**src/rtl/mppt_sweep_tracker_unit_macros.svh**
```systemverilog
// ----------------------------------------------------------------------------
// MPPT sweep tracker assertion macros
// Shared concurrent assertion forms, clocked on clk and idle during reset.
// ----------------------------------------------------------------------------
`ifndef MPPT_SWEEP_TRACKER_UNIT_MACROS_SVH
`define MPPT_SWEEP_TRACKER_UNIT_MACROS_SVH

// The consequent must hold in the same cycle as the antecedent.
`define MST_ASSERT_NOW(label, ante, cons, msg) \
  label: assert property (@(posedge clk) disable iff (!rst_n) (ante) |-> (cons)) \
    else $error(msg);

// The consequent must hold in the cycle after the antecedent.
`define MST_ASSERT_NEXT(label, ante, cons, msg) \
  label: assert property (@(posedge clk) disable iff (!rst_n) (ante) |=> (cons)) \
    else $error(msg);

`endif

```
**src/rtl/mst_pkg.sv**
```systemverilog
// ----------------------------------------------------------------------------
// MPPT sweep tracker package
// Transaction types, derived configuration terms and shared constants.
// ----------------------------------------------------------------------------
package mst_pkg;

  // Input transaction: start with open-circuit code, or a current reading.
  typedef struct packed {
    logic       action;
    logic [7:0] reading;
    logic       power_good;
  } mst_in_t;

  // Result transaction.
  typedef struct packed {
    logic [7:0] limit_code;
    logic       final_res;
  } mst_out_t;

  // Precomputed bound terms handed from the configuration block to the core.
  typedef struct packed {
    logic [21:0] pk_lo;
    logic [21:0] pk_hi;
    logic [7:0]  bterm_lo;
    logic [7:0]  bterm_hi;
    logic        busy;
  } mst_terms_t;

  // Action codes.
  localparam logic ACT_START   = 1'b0;
  localparam logic ACT_READING = 1'b1;

  // Configuration register indexes.
  localparam logic [1:0] CFG_IDX_LOW_PCT  = 2'd0;
  localparam logic [1:0] CFG_IDX_HIGH_PCT = 2'd1;
  localparam logic [1:0] CFG_IDX_OFFSET   = 2'd2;

  // Configuration reset values.
  localparam logic [6:0] LOW_PCT_RST  = 7'd70;
  localparam logic [6:0] HIGH_PCT_RST = 7'd90;
  localparam logic [6:0] OFFSET_RST   = 7'd26;

  // Division by 100 as multiply by ceil(2^21/100) and shift; exact below 43690.
  localparam logic [14:0] RECIP_K     = 15'd20972;
  localparam int          RECIP_SHIFT = 21;
  localparam logic [6:0]  PCT_SCALE   = 7'd100;

  localparam logic [7:0] CLAMP_LOW_CODE = 8'h0D;
  localparam logic [7:0] PLATEAU_MAX    = 8'hFF;

  // Cycles for the derived terms to settle after reset or a register write.
  localparam logic [1:0] REFRESH_CYCLES = 2'd2;

endpackage

```
**src/rtl/mst_bound.sv**
```systemverilog
// ----------------------------------------------------------------------------
// MPPT sweep bound unit
// Computes pct*voc/100 minus the precomputed offset term, modulo 256.
// ----------------------------------------------------------------------------
module mst_bound (
  input  logic [21:0] pk,
  input  logic [7:0]  bterm,
  input  logic [7:0]  voc,
  output logic [7:0]  bound
);
  import mst_pkg::*;

  logic [29:0] prod;

  // pk already holds pct*ceil(2^21/100), so one multiply gives the quotient.
  assign prod  = 30'(pk) * 30'(voc);
  assign bound = prod[RECIP_SHIFT +: 8] - bterm;

endmodule

```
**src/rtl/mst_cfg.sv**
```systemverilog
// ----------------------------------------------------------------------------
// MPPT sweep configuration block
// Holds the percent and offset registers and precomputes the bound terms.
// ----------------------------------------------------------------------------
module mst_cfg (
  input  logic                clk,
  input  logic                rst_n,
  input  logic                cfg_valid,
  output logic                cfg_ready,
  input  logic [1:0]          cfg_index,
  input  logic [6:0]          cfg_data,
  output mst_pkg::mst_terms_t terms
);
  import mst_pkg::*;

  logic [6:0]  low_pct_r;
  logic [6:0]  high_pct_r;
  logic [6:0]  offset_r;
  logic [1:0]  rfsh_cnt_r;
  logic [1:0]  rfsh_cnt_nxt;
  logic        cfg_fire;

  logic [21:0] pk_lo_r;
  logic [21:0] pk_hi_r;
  logic [13:0] prod_lo_r;
  logic [13:0] prod_hi_r;
  logic        neg_lo_r;
  logic        neg_hi_r;
  logic [7:0]  bterm_lo_r;
  logic [7:0]  bterm_hi_r;
  logic [28:0] quo_lo;
  logic [28:0] quo_hi;

  // Distance of a percent from 100, as a magnitude.
  function automatic logic [6:0] pct_gap(input logic [6:0] p);
    if (p > PCT_SCALE) begin
      return p - PCT_SCALE;
    end else begin
      return PCT_SCALE - p;
    end
  endfunction

  assign cfg_ready = 1'b1;
  assign cfg_fire  = cfg_valid && cfg_ready;

  // Register writes; an index past the list is accepted and dropped.
  always_ff @(posedge clk) begin
    if (!rst_n) begin
      low_pct_r  <= LOW_PCT_RST;
      high_pct_r <= HIGH_PCT_RST;
      offset_r   <= OFFSET_RST;
      rfsh_cnt_r <= REFRESH_CYCLES;
    end else begin
      if (cfg_fire) begin
        unique case (cfg_index)
          CFG_IDX_LOW_PCT:  low_pct_r  <= cfg_data;
          CFG_IDX_HIGH_PCT: high_pct_r <= cfg_data;
          CFG_IDX_OFFSET:   offset_r   <= cfg_data;
          default: ;
        endcase
      end
      rfsh_cnt_r <= rfsh_cnt_nxt;
    end
  end

  // Refresh counter keeps the input closed until the derived terms settle.
  always_comb begin
    if (cfg_fire) begin
      rfsh_cnt_nxt = REFRESH_CYCLES;
    end else if (rfsh_cnt_r != 2'd0) begin
      rfsh_cnt_nxt = rfsh_cnt_r - 2'd1;
    end else begin
      rfsh_cnt_nxt = rfsh_cnt_r;
    end
  end

  // Second stage: divide the offset products by 100 through the reciprocal.
  assign quo_lo = 29'(prod_lo_r) * 29'(RECIP_K);
  assign quo_hi = 29'(prod_hi_r) * 29'(RECIP_K);

  // Free-running two-stage pipeline for the derived terms.
  always_ff @(posedge clk) begin
    pk_lo_r    <= 22'(low_pct_r) * 22'(RECIP_K);
    pk_hi_r    <= 22'(high_pct_r) * 22'(RECIP_K);
    prod_lo_r  <= 14'(pct_gap(low_pct_r)) * 14'(offset_r);
    prod_hi_r  <= 14'(pct_gap(high_pct_r)) * 14'(offset_r);
    neg_lo_r   <= (low_pct_r > PCT_SCALE);
    neg_hi_r   <= (high_pct_r > PCT_SCALE);
    // A percent above 100 makes the term negative; the quotient is truncated first.
    bterm_lo_r <= neg_lo_r ? 8'(-{1'b0, quo_lo[RECIP_SHIFT +: 7]})
                           : {1'b0, quo_lo[RECIP_SHIFT +: 7]};
    bterm_hi_r <= neg_hi_r ? 8'(-{1'b0, quo_hi[RECIP_SHIFT +: 7]})
                           : {1'b0, quo_hi[RECIP_SHIFT +: 7]};
  end

  assign terms.pk_lo    = pk_lo_r;
  assign terms.pk_hi    = pk_hi_r;
  assign terms.bterm_lo = bterm_lo_r;
  assign terms.bterm_hi = bterm_hi_r;
  assign terms.busy     = cfg_valid || (rfsh_cnt_r != 2'd0);

endmodule

```
**src/rtl/mst_core.sv**
```systemverilog
// ----------------------------------------------------------------------------
// MPPT sweep tracker core
// Input register, sweep state update and result register.
// ----------------------------------------------------------------------------
`include "mppt_sweep_tracker_unit_macros.svh"

module mst_core (
  input  logic                clk,
  input  logic                rst_n,
  input  logic                in_valid,
  output logic                in_ready,
  input  mst_pkg::mst_in_t    in_data,
  output logic                out_valid,
  input  logic                out_ready,
  output mst_pkg::mst_out_t   out_data,
  input  mst_pkg::mst_terms_t terms
);
  import mst_pkg::*;

  // Input stage.
  logic       s_valid_r;
  logic       s_valid_nxt;
  mst_in_t    s_item_r;
  logic       s_emit;
  logic       s_fire;
  logic       in_fire;

  // Output stage.
  logic       out_valid_r;
  logic       out_valid_nxt;
  mst_out_t   out_data_r;
  mst_out_t   res_nxt;
  logic       out_space;
  logic       emit;

  // Sweep state.
  logic       sweeping_r;
  logic       sweeping_nxt;
  logic [7:0] probe_code_r;
  logic [7:0] probe_code_nxt;
  logic [7:0] upper_bound_r;
  logic [7:0] upper_bound_nxt;
  logic [7:0] best_current_r;
  logic [7:0] best_current_nxt;
  logic [7:0] best_code_r;
  logic [7:0] best_code_nxt;
  logic [7:0] plateau_r;
  logic [7:0] plateau_nxt;

  // Per-item values.
  logic [7:0] bound_lo;
  logic [7:0] bound_hi;
  logic [7:0] lo_code;
  logic [7:0] upd_current;
  logic [7:0] upd_code;
  logic [7:0] upd_plateau;
  logic [7:0] probe_inc;

  mst_bound u_bound_lo (
    .pk    (terms.pk_lo),
    .bterm (terms.bterm_lo),
    .voc   (s_item_r.reading),
    .bound (bound_lo)
  );

  mst_bound u_bound_hi (
    .pk    (terms.pk_hi),
    .bterm (terms.bterm_hi),
    .voc   (s_item_r.reading),
    .bound (bound_hi)
  );

  // Handshake: a reading while sweeping and a good start always produce a result.
  assign s_emit    = (s_item_r.action == ACT_READING) ? sweeping_r : s_item_r.power_good;
  assign out_space = !out_valid_r || out_ready;
  assign s_fire    = s_valid_r && (!s_emit || out_space);
  assign emit      = s_fire && s_emit;
  assign in_ready  = !terms.busy && (!s_valid_r || s_fire);
  assign in_fire   = in_valid && in_ready;

  // Lower bound is raised to the minimum usable code.
  assign lo_code   = (bound_lo < CLAMP_LOW_CODE) ? CLAMP_LOW_CODE : bound_lo;
  assign probe_inc = probe_code_r + 8'd1;

  // Best-current tracking for a reading that is not a drop.
  always_comb begin
    upd_current = best_current_r;
    upd_code    = best_code_r;
    upd_plateau = plateau_r;
    if (s_item_r.reading > best_current_r) begin
      upd_current = s_item_r.reading;
      upd_code    = probe_code_r;
      upd_plateau = 8'd0;
    end else if (probe_code_r > best_code_r) begin
      upd_code    = probe_code_r;
      upd_plateau = (plateau_r == PLATEAU_MAX) ? plateau_r : plateau_r + 8'd1;
    end
  end

  // Sweep state update and result selection.
  always_comb begin
    sweeping_nxt     = sweeping_r;
    probe_code_nxt   = probe_code_r;
    upper_bound_nxt  = upper_bound_r;
    best_current_nxt = best_current_r;
    best_code_nxt    = best_code_r;
    plateau_nxt      = plateau_r;
    res_nxt          = '0;
    if (s_fire) begin
      if (s_item_r.action == ACT_START) begin
        if (s_item_r.power_good) begin
          upper_bound_nxt  = bound_hi;
          probe_code_nxt   = lo_code;
          best_current_nxt = 8'd0;
          best_code_nxt    = 8'd0;
          plateau_nxt      = 8'd0;
          if (lo_code < bound_hi) begin
            sweeping_nxt = 1'b1;
            res_nxt      = '{limit_code: lo_code, final_res: 1'b0};
          end else begin
            // Empty window: the final code of a fresh search is zero.
            sweeping_nxt = 1'b0;
            res_nxt      = '{limit_code: 8'd0, final_res: 1'b1};
          end
        end
      end else if (sweeping_r) begin
        if (s_item_r.reading < best_current_r) begin
          // Current dropped: settle on the best code seen so far, less half the plateau.
          sweeping_nxt = 1'b0;
          res_nxt      = '{limit_code: best_code_r - {1'b0, plateau_r[7:1]},
                           final_res: 1'b1};
        end else begin
          best_current_nxt = upd_current;
          best_code_nxt    = upd_code;
          plateau_nxt      = upd_plateau;
          probe_code_nxt   = probe_inc;
          if (probe_inc < upper_bound_r) begin
            res_nxt = '{limit_code: probe_inc, final_res: 1'b0};
          end else begin
            sweeping_nxt = 1'b0;
            res_nxt      = '{limit_code: upd_code - {1'b0, upd_plateau[7:1]},
                             final_res: 1'b1};
          end
        end
      end
    end
  end

  // Stage valid flags.
  always_comb begin
    if (in_fire) begin
      s_valid_nxt = 1'b1;
    end else if (s_fire) begin
      s_valid_nxt = 1'b0;
    end else begin
      s_valid_nxt = s_valid_r;
    end
    if (emit) begin
      out_valid_nxt = 1'b1;
    end else if (out_ready) begin
      out_valid_nxt = 1'b0;
    end else begin
      out_valid_nxt = out_valid_r;
    end
  end

  // Control and state registers.
  always_ff @(posedge clk) begin
    if (!rst_n) begin
      s_valid_r      <= 1'b0;
      out_valid_r    <= 1'b0;
      sweeping_r     <= 1'b0;
      probe_code_r   <= 8'd0;
      upper_bound_r  <= 8'd0;
      best_current_r <= 8'd0;
      best_code_r    <= 8'd0;
      plateau_r      <= 8'd0;
    end else begin
      s_valid_r      <= s_valid_nxt;
      out_valid_r    <= out_valid_nxt;
      sweeping_r     <= sweeping_nxt;
      probe_code_r   <= probe_code_nxt;
      upper_bound_r  <= upper_bound_nxt;
      best_current_r <= best_current_nxt;
      best_code_r    <= best_code_nxt;
      plateau_r      <= plateau_nxt;
    end
  end

  // Payload registers.
  always_ff @(posedge clk) begin
    if (in_fire) begin
      s_item_r <= in_data;
    end
    if (emit) begin
      out_data_r <= res_nxt;
    end
  end

  assign out_valid = out_valid_r;
  assign out_data  = out_data_r;

  // A final result always leaves the tracker idle.
  `MST_ASSERT_NEXT(a_final_goes_idle, emit && res_nxt.final_res, !sweeping_r, "final result left sweep active")
  // While sweeping, the probe stays strictly below the upper edge of the window.
  `MST_ASSERT_NOW(a_probe_in_window, sweeping_r, probe_code_r < upper_bound_r, "probe outside sweep window")
  // A non-final result from a reading advances the probe by exactly one code.
  `MST_ASSERT_NEXT(a_probe_steps, emit && !res_nxt.final_res && (s_item_r.action == ACT_READING), probe_code_r == $past(probe_code_r) + 8'd1, "probe did not step by one")

endmodule

```
**src/rtl/mppt_sweep_tracker_unit.sv**
```systemverilog
// Each transaction waits in the input register; its result, if any, is then registered.
// Throughput: one input transaction per cycle, unless a held result or a refresh stalls it.
// The sweep state update is one compare-and-select pass after the input register.
// Reset (synchronous, rst_n low) clears the sweep state and loads the default registers.
// After reset or a register write the input stays closed while the refresh counter runs and the
// precomputed offset terms (two pipelined constant divisions) settle.
// ----------------------------------------------------------------------------
// MPPT sweep tracker top level
// Voltage-sweep maximum power point search with configurable sweep window.
// ----------------------------------------------------------------------------
module mppt_sweep_tracker_unit (
  input  logic              clk,
  input  logic              rst_n,
  input  logic              in_valid,
  output logic              in_ready,
  input  mst_pkg::mst_in_t  in_data,
  output logic              out_valid,
  input  logic              out_ready,
  output mst_pkg::mst_out_t out_data,
  input  logic              cfg_valid,
  output logic              cfg_ready,
  input  logic [1:0]        cfg_index,
  input  logic [6:0]        cfg_data
);
  import mst_pkg::*;

  mst_terms_t terms;

  // Configuration registers and derived bound terms.
  mst_cfg u_cfg (
    .clk       (clk),
    .rst_n     (rst_n),
    .cfg_valid (cfg_valid),
    .cfg_ready (cfg_ready),
    .cfg_index (cfg_index),
    .cfg_data  (cfg_data),
    .terms     (terms)
  );

  // Sweep tracking datapath.
  mst_core u_core (
    .clk       (clk),
    .rst_n     (rst_n),
    .in_valid  (in_valid),
    .in_ready  (in_ready),
    .in_data   (in_data),
    .out_valid (out_valid),
    .out_ready (out_ready),
    .out_data  (out_data),
    .terms     (terms)
  );

endmodule

```
**config.mk**
```make
export PLATFORM = sky130hd
export DESIGN_NAME = mppt_sweep_tracker_unit
export DESIGN_NICKNAME = d
export VERILOG_FILES = /design/src/rtl/mst_pkg.sv /design/src/rtl/mst_bound.sv /design/src/rtl/mst_cfg.sv /design/src/rtl/mst_core.sv /design/src/rtl/mppt_sweep_tracker_unit.sv
export VERILOG_INCLUDE_DIRS = /design/src /design/src/rtl
export SDC_FILE = /design/constraint.sdc
export NUM_CORES = 2
export LEC_CHECK = 0
export BUFFER_PORTS_ARGS = -buffer_cell sky130_fd_sc_hd__buf_2
export CAP_MARGIN = 20
export CORE_MARGIN = 2
export CORE_UTILIZATION = 55
export CTS_BUF_LIST = sky130_fd_sc_hd__clkbuf_4 sky130_fd_sc_hd__clkbuf_8
export CTS_CLUSTER_SIZE = 28
export DETAILED_ROUTE_END_ITERATION = 16
export PLACE_DENSITY = 0.71
export SYNTH_ARGS = -nofsm -noshare
export SYNTH_HDL_FRONTEND = slang
export SYNTH_SLANG_ARGS = --single-unit
```
**constraint.sdc**
```tcl
create_clock -name clk -period 11 [get_ports clk]
set_clock_uncertainty 0.2 [all_clocks]
set_input_delay 2.2 -clock clk [delete_from_list [all_inputs] [get_ports clk]]
set_output_delay 2.2 -clock clk [all_outputs]
set_load 0.05 [all_outputs]
```
[After elaboration in Yosys (flattened, before gate mapping)]
Cells that the tools add are included.
Storage, ports and cells
  output and inout port bits: 12
  word-level logic and storage cells: 135
  input port bits: 24
  register bits after elaboration: 171
Cells by class
  reductions and logical operators: 26
  $mul: 8
  order comparisons: 8
  $add $sub $neg: 13
  eq/ne operators: 8
  bitwise operators: 2
  muxes and demuxes: 42
Operators with widths (count)
  $mux W8: 21
  $mul A20 B8 Y27: 2
  $mux W9: 6
  $mul A14 B13 Y26 const B: 2
  $mul A7 B13 Y20 const B: 2
  $mul A7 B7 Y14: 2
  $mux W7: 4
  $lt A8 B8 Y1: 3
  $add A8 B1 Y8 const B: 2
  $gt A8 B8 Y1: 2
  $neg A7 Y8: 2
  $sub A8 B7 Y8: 2
  $sub A8 B8 Y8: 2
  $gt A7 B7 Y1 const B: 2
  $sub A7 B7 Y7 const A: 2
  $sub A7 B7 Y7 const B: 2
  $mux W1: 11
  $eq A8 B8 Y1 const B: 1
  $lt A8 B4 Y1 const B: 1
  $reduce_and A2 Y1: 4
  $reduce_bool A2 Y1: 4
  $ne A2 B2 Y1 const B: 3
  $ne A3 B3 Y1 const B: 2
  $reduce_and A6 Y1: 1
  other kinds (12): 22

[Logic depth before layout (Yosys ltp)]
  depth after elaboration: 9
  mapped depth: 39
  gate-level depth less buffers: 38

[Modules after synthesis]
From an unflattened synthesis, not the netlist that was laid out.
Second synthesis, totals
  cell total of the unflattened synthesis: 3411
  area total of the unflattened synthesis: 31271.2 um^2
Modules (own cells, without submodules)
  mst_cfg: instances 1, area an instance 16125.5 um^2, sequential area each 2182.1 um^2, cells an instance 1644
  mst_bound (u_core.u_bound_hi): instances 1, area an instance 5552.8 um^2, sequential area each 0.0 um^2, cells an instance 647
  mst_bound (u_core.u_bound_lo): instances 1, area an instance 5306.3 um^2, sequential area each 0.0 um^2, cells an instance 613
  mst_core: instances 1, area an instance 4286.6 um^2, sequential area each 1431.4 um^2, cells an instance 507

[Worst setup path after synthesis]
Ideal clock, no wire load.
  kind: register to register
  start: reg u_core.s_item_r[6] (netlist bit)
  end: reg u_core.out_data_r (netlist bit u_core.out_data[1]) (data pin)
  setup slack: 3.059 ns
  period minus slack after synthesis: 7.941 ns
  path buffers: 1
  data required time: 10.647 ns
  setup time: 0.153 ns
  cell stages (with the launch flop): 38
  arrival time: 7.588 ns
  cell sequence: edfxtp_1 -> clkbuf_1 -> nand2_1 -> fa_1 -> fa_1 -> inv_1 -> fa_1 -> inv_1 -> fa_1 -> inv_1 -> ha_1 -> a2111oi_0 -> o21ai_1 -> a211oi_1 -> o21bai_1 -> a21oi_1 -> nor2b_1 -> o21ai_0 -> (+2 left out) -> ha_1 -> nor2b_1 -> o21a_1 -> o2111ai_1 -> o211ai_1 -> nor4_1 -> nand2b_1 -> mux2i_2 -> nor2_1 -> inv_1 -> ha_1 -> a21o_1 -> a21o_1 -> nor2_1 -> nand3_1 -> o21ai_2 -> nand2_1 -> o22ai_1
On the way
  cells in the longest elaborated chain, start to end: 8
  elaborated cells between the ends (all ways): 18
  classes of those cells: add/sub: 3; mul: 2; order compare: 4; mux: 9
Ends and longest elaborated chain
  start, declared: line mst_core.sv:23  | mst_in_t s_item_r;
  start signal, assigned: line mst_core.sv:193  | s_item_r <= in_data;
  $mul A20 B8 Y27: line mst_bound.sv:16  | assign prod = 30'(pk) * 30'(voc);
  $sub A8 B8 Y8: line mst_bound.sv:17  | assign bound = prod[RECIP_SHIFT +: 8] - bterm;
  $lt A8 B4 Y1: line mst_core.sv:82  | assign lo_code = (bound_lo < CLAMP_LOW_CODE) ? CLAMP_LOW_CODE : bound_lo;
  $mux W8: line mst_core.sv:82
  $lt A8 B8 Y1: line mst_core.sv:117  | if (lo_code < bound_hi) begin
  $mux W9: line mst_core.sv:117
  $mux W9: line mst_core.sv:111  | if (s_item_r.power_good) begin
  $mux W9 *: line mst_core.sv:110  | if (s_item_r.action == ACT_START) begin
  end signal, assigned: line mst_core.sv:196  | out_data_r <= res_nxt;
  end, declared: line mst_core.sv:31  | mst_out_t out_data_r;
Every way passes the cells marked *; elsewhere a longest branch is shown, timed or not.
A chain may end at the register's enable or synchronous reset.

[Worst setup path after layout]
  start: reg u_core.s_item_r[4] (netlist bit)
  end: reg u_core.out_data_r (netlist bit u_core.out_data[4]) (data pin)
Same word-level chain as after synthesis.

==> flow_summary.ini <==
[synth]
avgSynthCellArea_um2 = 9.13
synth_top_area_cell = fa_1
ys.flop_type = dfxtp_1
ys_ff_latch = 171
syn_inst = 3214
synth_enable_flop_cells = 19
yosysUniqueCellTypes = 78
yosysWarningCount = 0
synth_top_area_share_pct = 28.8
syn_nets = 4177
syn-cell-area_mm2 = 0.0293
ys_seq_area_share_pct = 12.3
synthTopCellsByArea = fa_1, ha_1, dfxtp_1
async_flop_share_pct = 0

[timing]
rsz0062_at_grt = no
maxSlewViolCount = 0
setup_viol = 0
fmax_mhz = 103
timing.final.crit_period_ns = 9.74
hold_violations = 0
setup_tns_ns = 0
period_share_pct = 88.5
tightestPinTransition_ns = 1.10
slew_headroom_pct = 26.0

[hold_path]
min_path_type = reg2reg
hold_depth = 2
holdPathEnd = u_core.upper_bound_r[1]$_SDFFE_PN0P_
min-delay-start = u_core.upper_bound_r[1]$_SDFFE_PN0P_

[routing]
via_per_inst = 5.46
drt_wl_total_um = 67300
ant_nets = 0
firstDrtPassIters = 5
wl_per_cell_um = 17.2
via_count = 21373
initialDrtViolationCount = 1159
drcViolationCount = 0

[clock_network]
cts_hold_buf = 0
cts_resized = 0
clk_path_buf_depth = 2
cts_made_buffers = 17
cts_sinks = 171
post_cts_buffers = 0
clockRootBuffer = clkbuf_8
clk_pin_slew_ns = 0.12
clkLatencyLatePin_ns = 0.58
cts_tree = yes
htree_levels = 4

[job]
maxCapViolCount = 0

[critical_path]
worstReg2RegStart = u_core.s_item_r[4]$_DFFE_PP_
ff2ff_setup_slack_ns = 1.26
worstRegToRegCells = 36
crit_fanout = 23
cpPeakStageDelay_ns = 0.86
start_kind = flop
worst_r2r_endpoint = u_core.out_data[4]$_SDFFCE_PN0P_
critPathLaunch = u_core.s_item_r[4]$_DFFE_PP_
slowest_stage = edfxtp_1
crit_path_end_kind = flop
cpMostUsedCell = fa_1
crit_type = reg2reg
worstPathArrival_ns = 9.96
critical_path_required_ns = 11.22

[die]
rows = 84
core_area_mm2 = 0.0527
start_util_pct = 55.7
die_area_mm2 = 0.0552
die_x_um = 235
floorplan.io_pins = 36
fp.dieH_um = 235

[cells_and_area]
nets = 4175
drive_above_1_share_pct = 3.63
layout_common_cells = inv_1, ha_1, fa_1
layout_commonest_cell = inv_1
syn_to_final_growth_pct = 4.33

[global_routing]
overflow = 0
first_global_vias = 23281
antenna_found_initial = 1
grt_max_degree = 48
grt_use_total_pct = 25.8
grt_pass1_wl_um = 115000

[place]
dp_hpwl_um = 55400
place_congestion = 0.908
io_buffers = 34

[run_status]
status = finished, final reports clean
-- worst max-delay path, delay by kind of cell, from the launching register on --
kind,cells,cell delay [ns]
compound gates,13,2.95
fa+ha+maj,7,2.84
simple gates,10,1.68
flops,1,0.86
buf+inv,4,0.58
mux,1,0.30
xor+xnor,1,0.15
-- cells by family after synthesis --
logic type,Yosys count,synth area share [%]
compound gates,373,8.48
xor+xnor,148,4.42
fa+ha+maj,939,50.8
buf+inv,746,9.56
mux,27,0.955
simple gates,809,13.4
flops,171,12.3
other cells,1,0.0128
-- cells in the mapped netlist, types with 4 or more instances --
master     number
a211o_1         4
a211oi_1       10
a21o_1         37
a21oi_1       107
a22o_1          9
a22oi_1         8
a31o_2          6
a31oi_1        11
and2_1        219
and2_2          4
and3_1         10
clkbuf_1       63
dfxtp_1       152
edfxtp_1       19
fa_1          422
ha_1          517
inv_1         678
mux2_2          5
mux2i_1        21
nand2_1       284
nand2b_1       16
nand3_1        35
nand4_1        13
nor2_1        141
nor2b_1        20
nor3_1         36
o2111ai_1       6
o211ai_1        9
o21a_1         23
o21ai_0        57
o21ai_1         6
o21bai_1       17
o221ai_1        4
o22ai_1         6
o31a_1          5
o31ai_1         7
o32ai_1         4
or2_2           9
or3_1           7
xnor2_1       104
xor2_1         44
-- worst max path at each step --
stage	slack [ns]	depth (start not counted)	endpoint
global placement	1.72	36	u_core.out_data[1]$_SDFFCE_PN0P_
detailed placement	1.35	36	u_core.out_data[1]$_SDFFCE_PN0P_
finish	1.26	36	u_core.out_data[4]$_SDFFCE_PN0P_
CTS	1.31	36	u_core.out_data[4]$_SDFFCE_PN0P_
floorplan	3.06	37	u_core.out_data[1]$_SDFFCE_PN0P_
global route	0.69	37	u_core.out_data[4]$_SDFFCE_PN0P_
-- metrics by stage --
stage          instances  utilization, %  cell area [µm²]  hold slack, ns  worst slack (ns)
4_1_cts             3913            58.1            30600           0.274              1.31
3_5_place_dp        3881            57.4            30200           0.257              1.35
2_1_floorplan       3214               -            29300           0.236              3.06
3_3_place_gp        3881            57.4            30200           0.248              1.72
6_report            3914            58.2            30600           0.272              1.26
5_1_grt             3914            58.2            30600           0.291             0.694
-- state kept, by name (all words and copies together), names as in the netlist, 2 cells and up --
name and count:
u_cfg.bterm_hi_r 8, u_cfg.pk_lo_r 20, u_core.plateau_r 8, u_cfg.offset_r 7
u_cfg.prod_hi_r 14, u_core.best_code_r 8, u_core.best_current_r 8, u_cfg.prod_lo_r 14
u_core.upper_bound_r 8, u_cfg.pk_hi_r 20, u_cfg.bterm_lo_r 8, u_core.probe_code_r 8
u_cfg.high_pct_r 7, u_cfg.rfsh_cnt_r 2, u_core.s_item_r 10, u_core.out_data 9
u_cfg.low_pct_r 7
-- final cells by class --
cell class / instances / area [µm²]
multi-input cells: 2297 / 22900
fillers: 4592 / 22000
flip-flops and latches: 171 / 3610
inverters: 679 / 2550
well taps: 688 / 861
repair buffers: 46 / 260
clock buffers: 18 / 241
clock inverters: 14 / 156
diodes: 1 / 2.50
-- layer usage --
layer	track usage, %	vias up	part of all wire, %
met4	9.67	0	3.2
met5	0	-	0
li1	-	10175	-
met1	32.5	10570	43
met3	3.03	110	4.1
met2	45.3	518	50
Power is left out: the tool's default activity adds up to more than one toggle a clock period on the data nets, which glitch-free logic cannot reach.
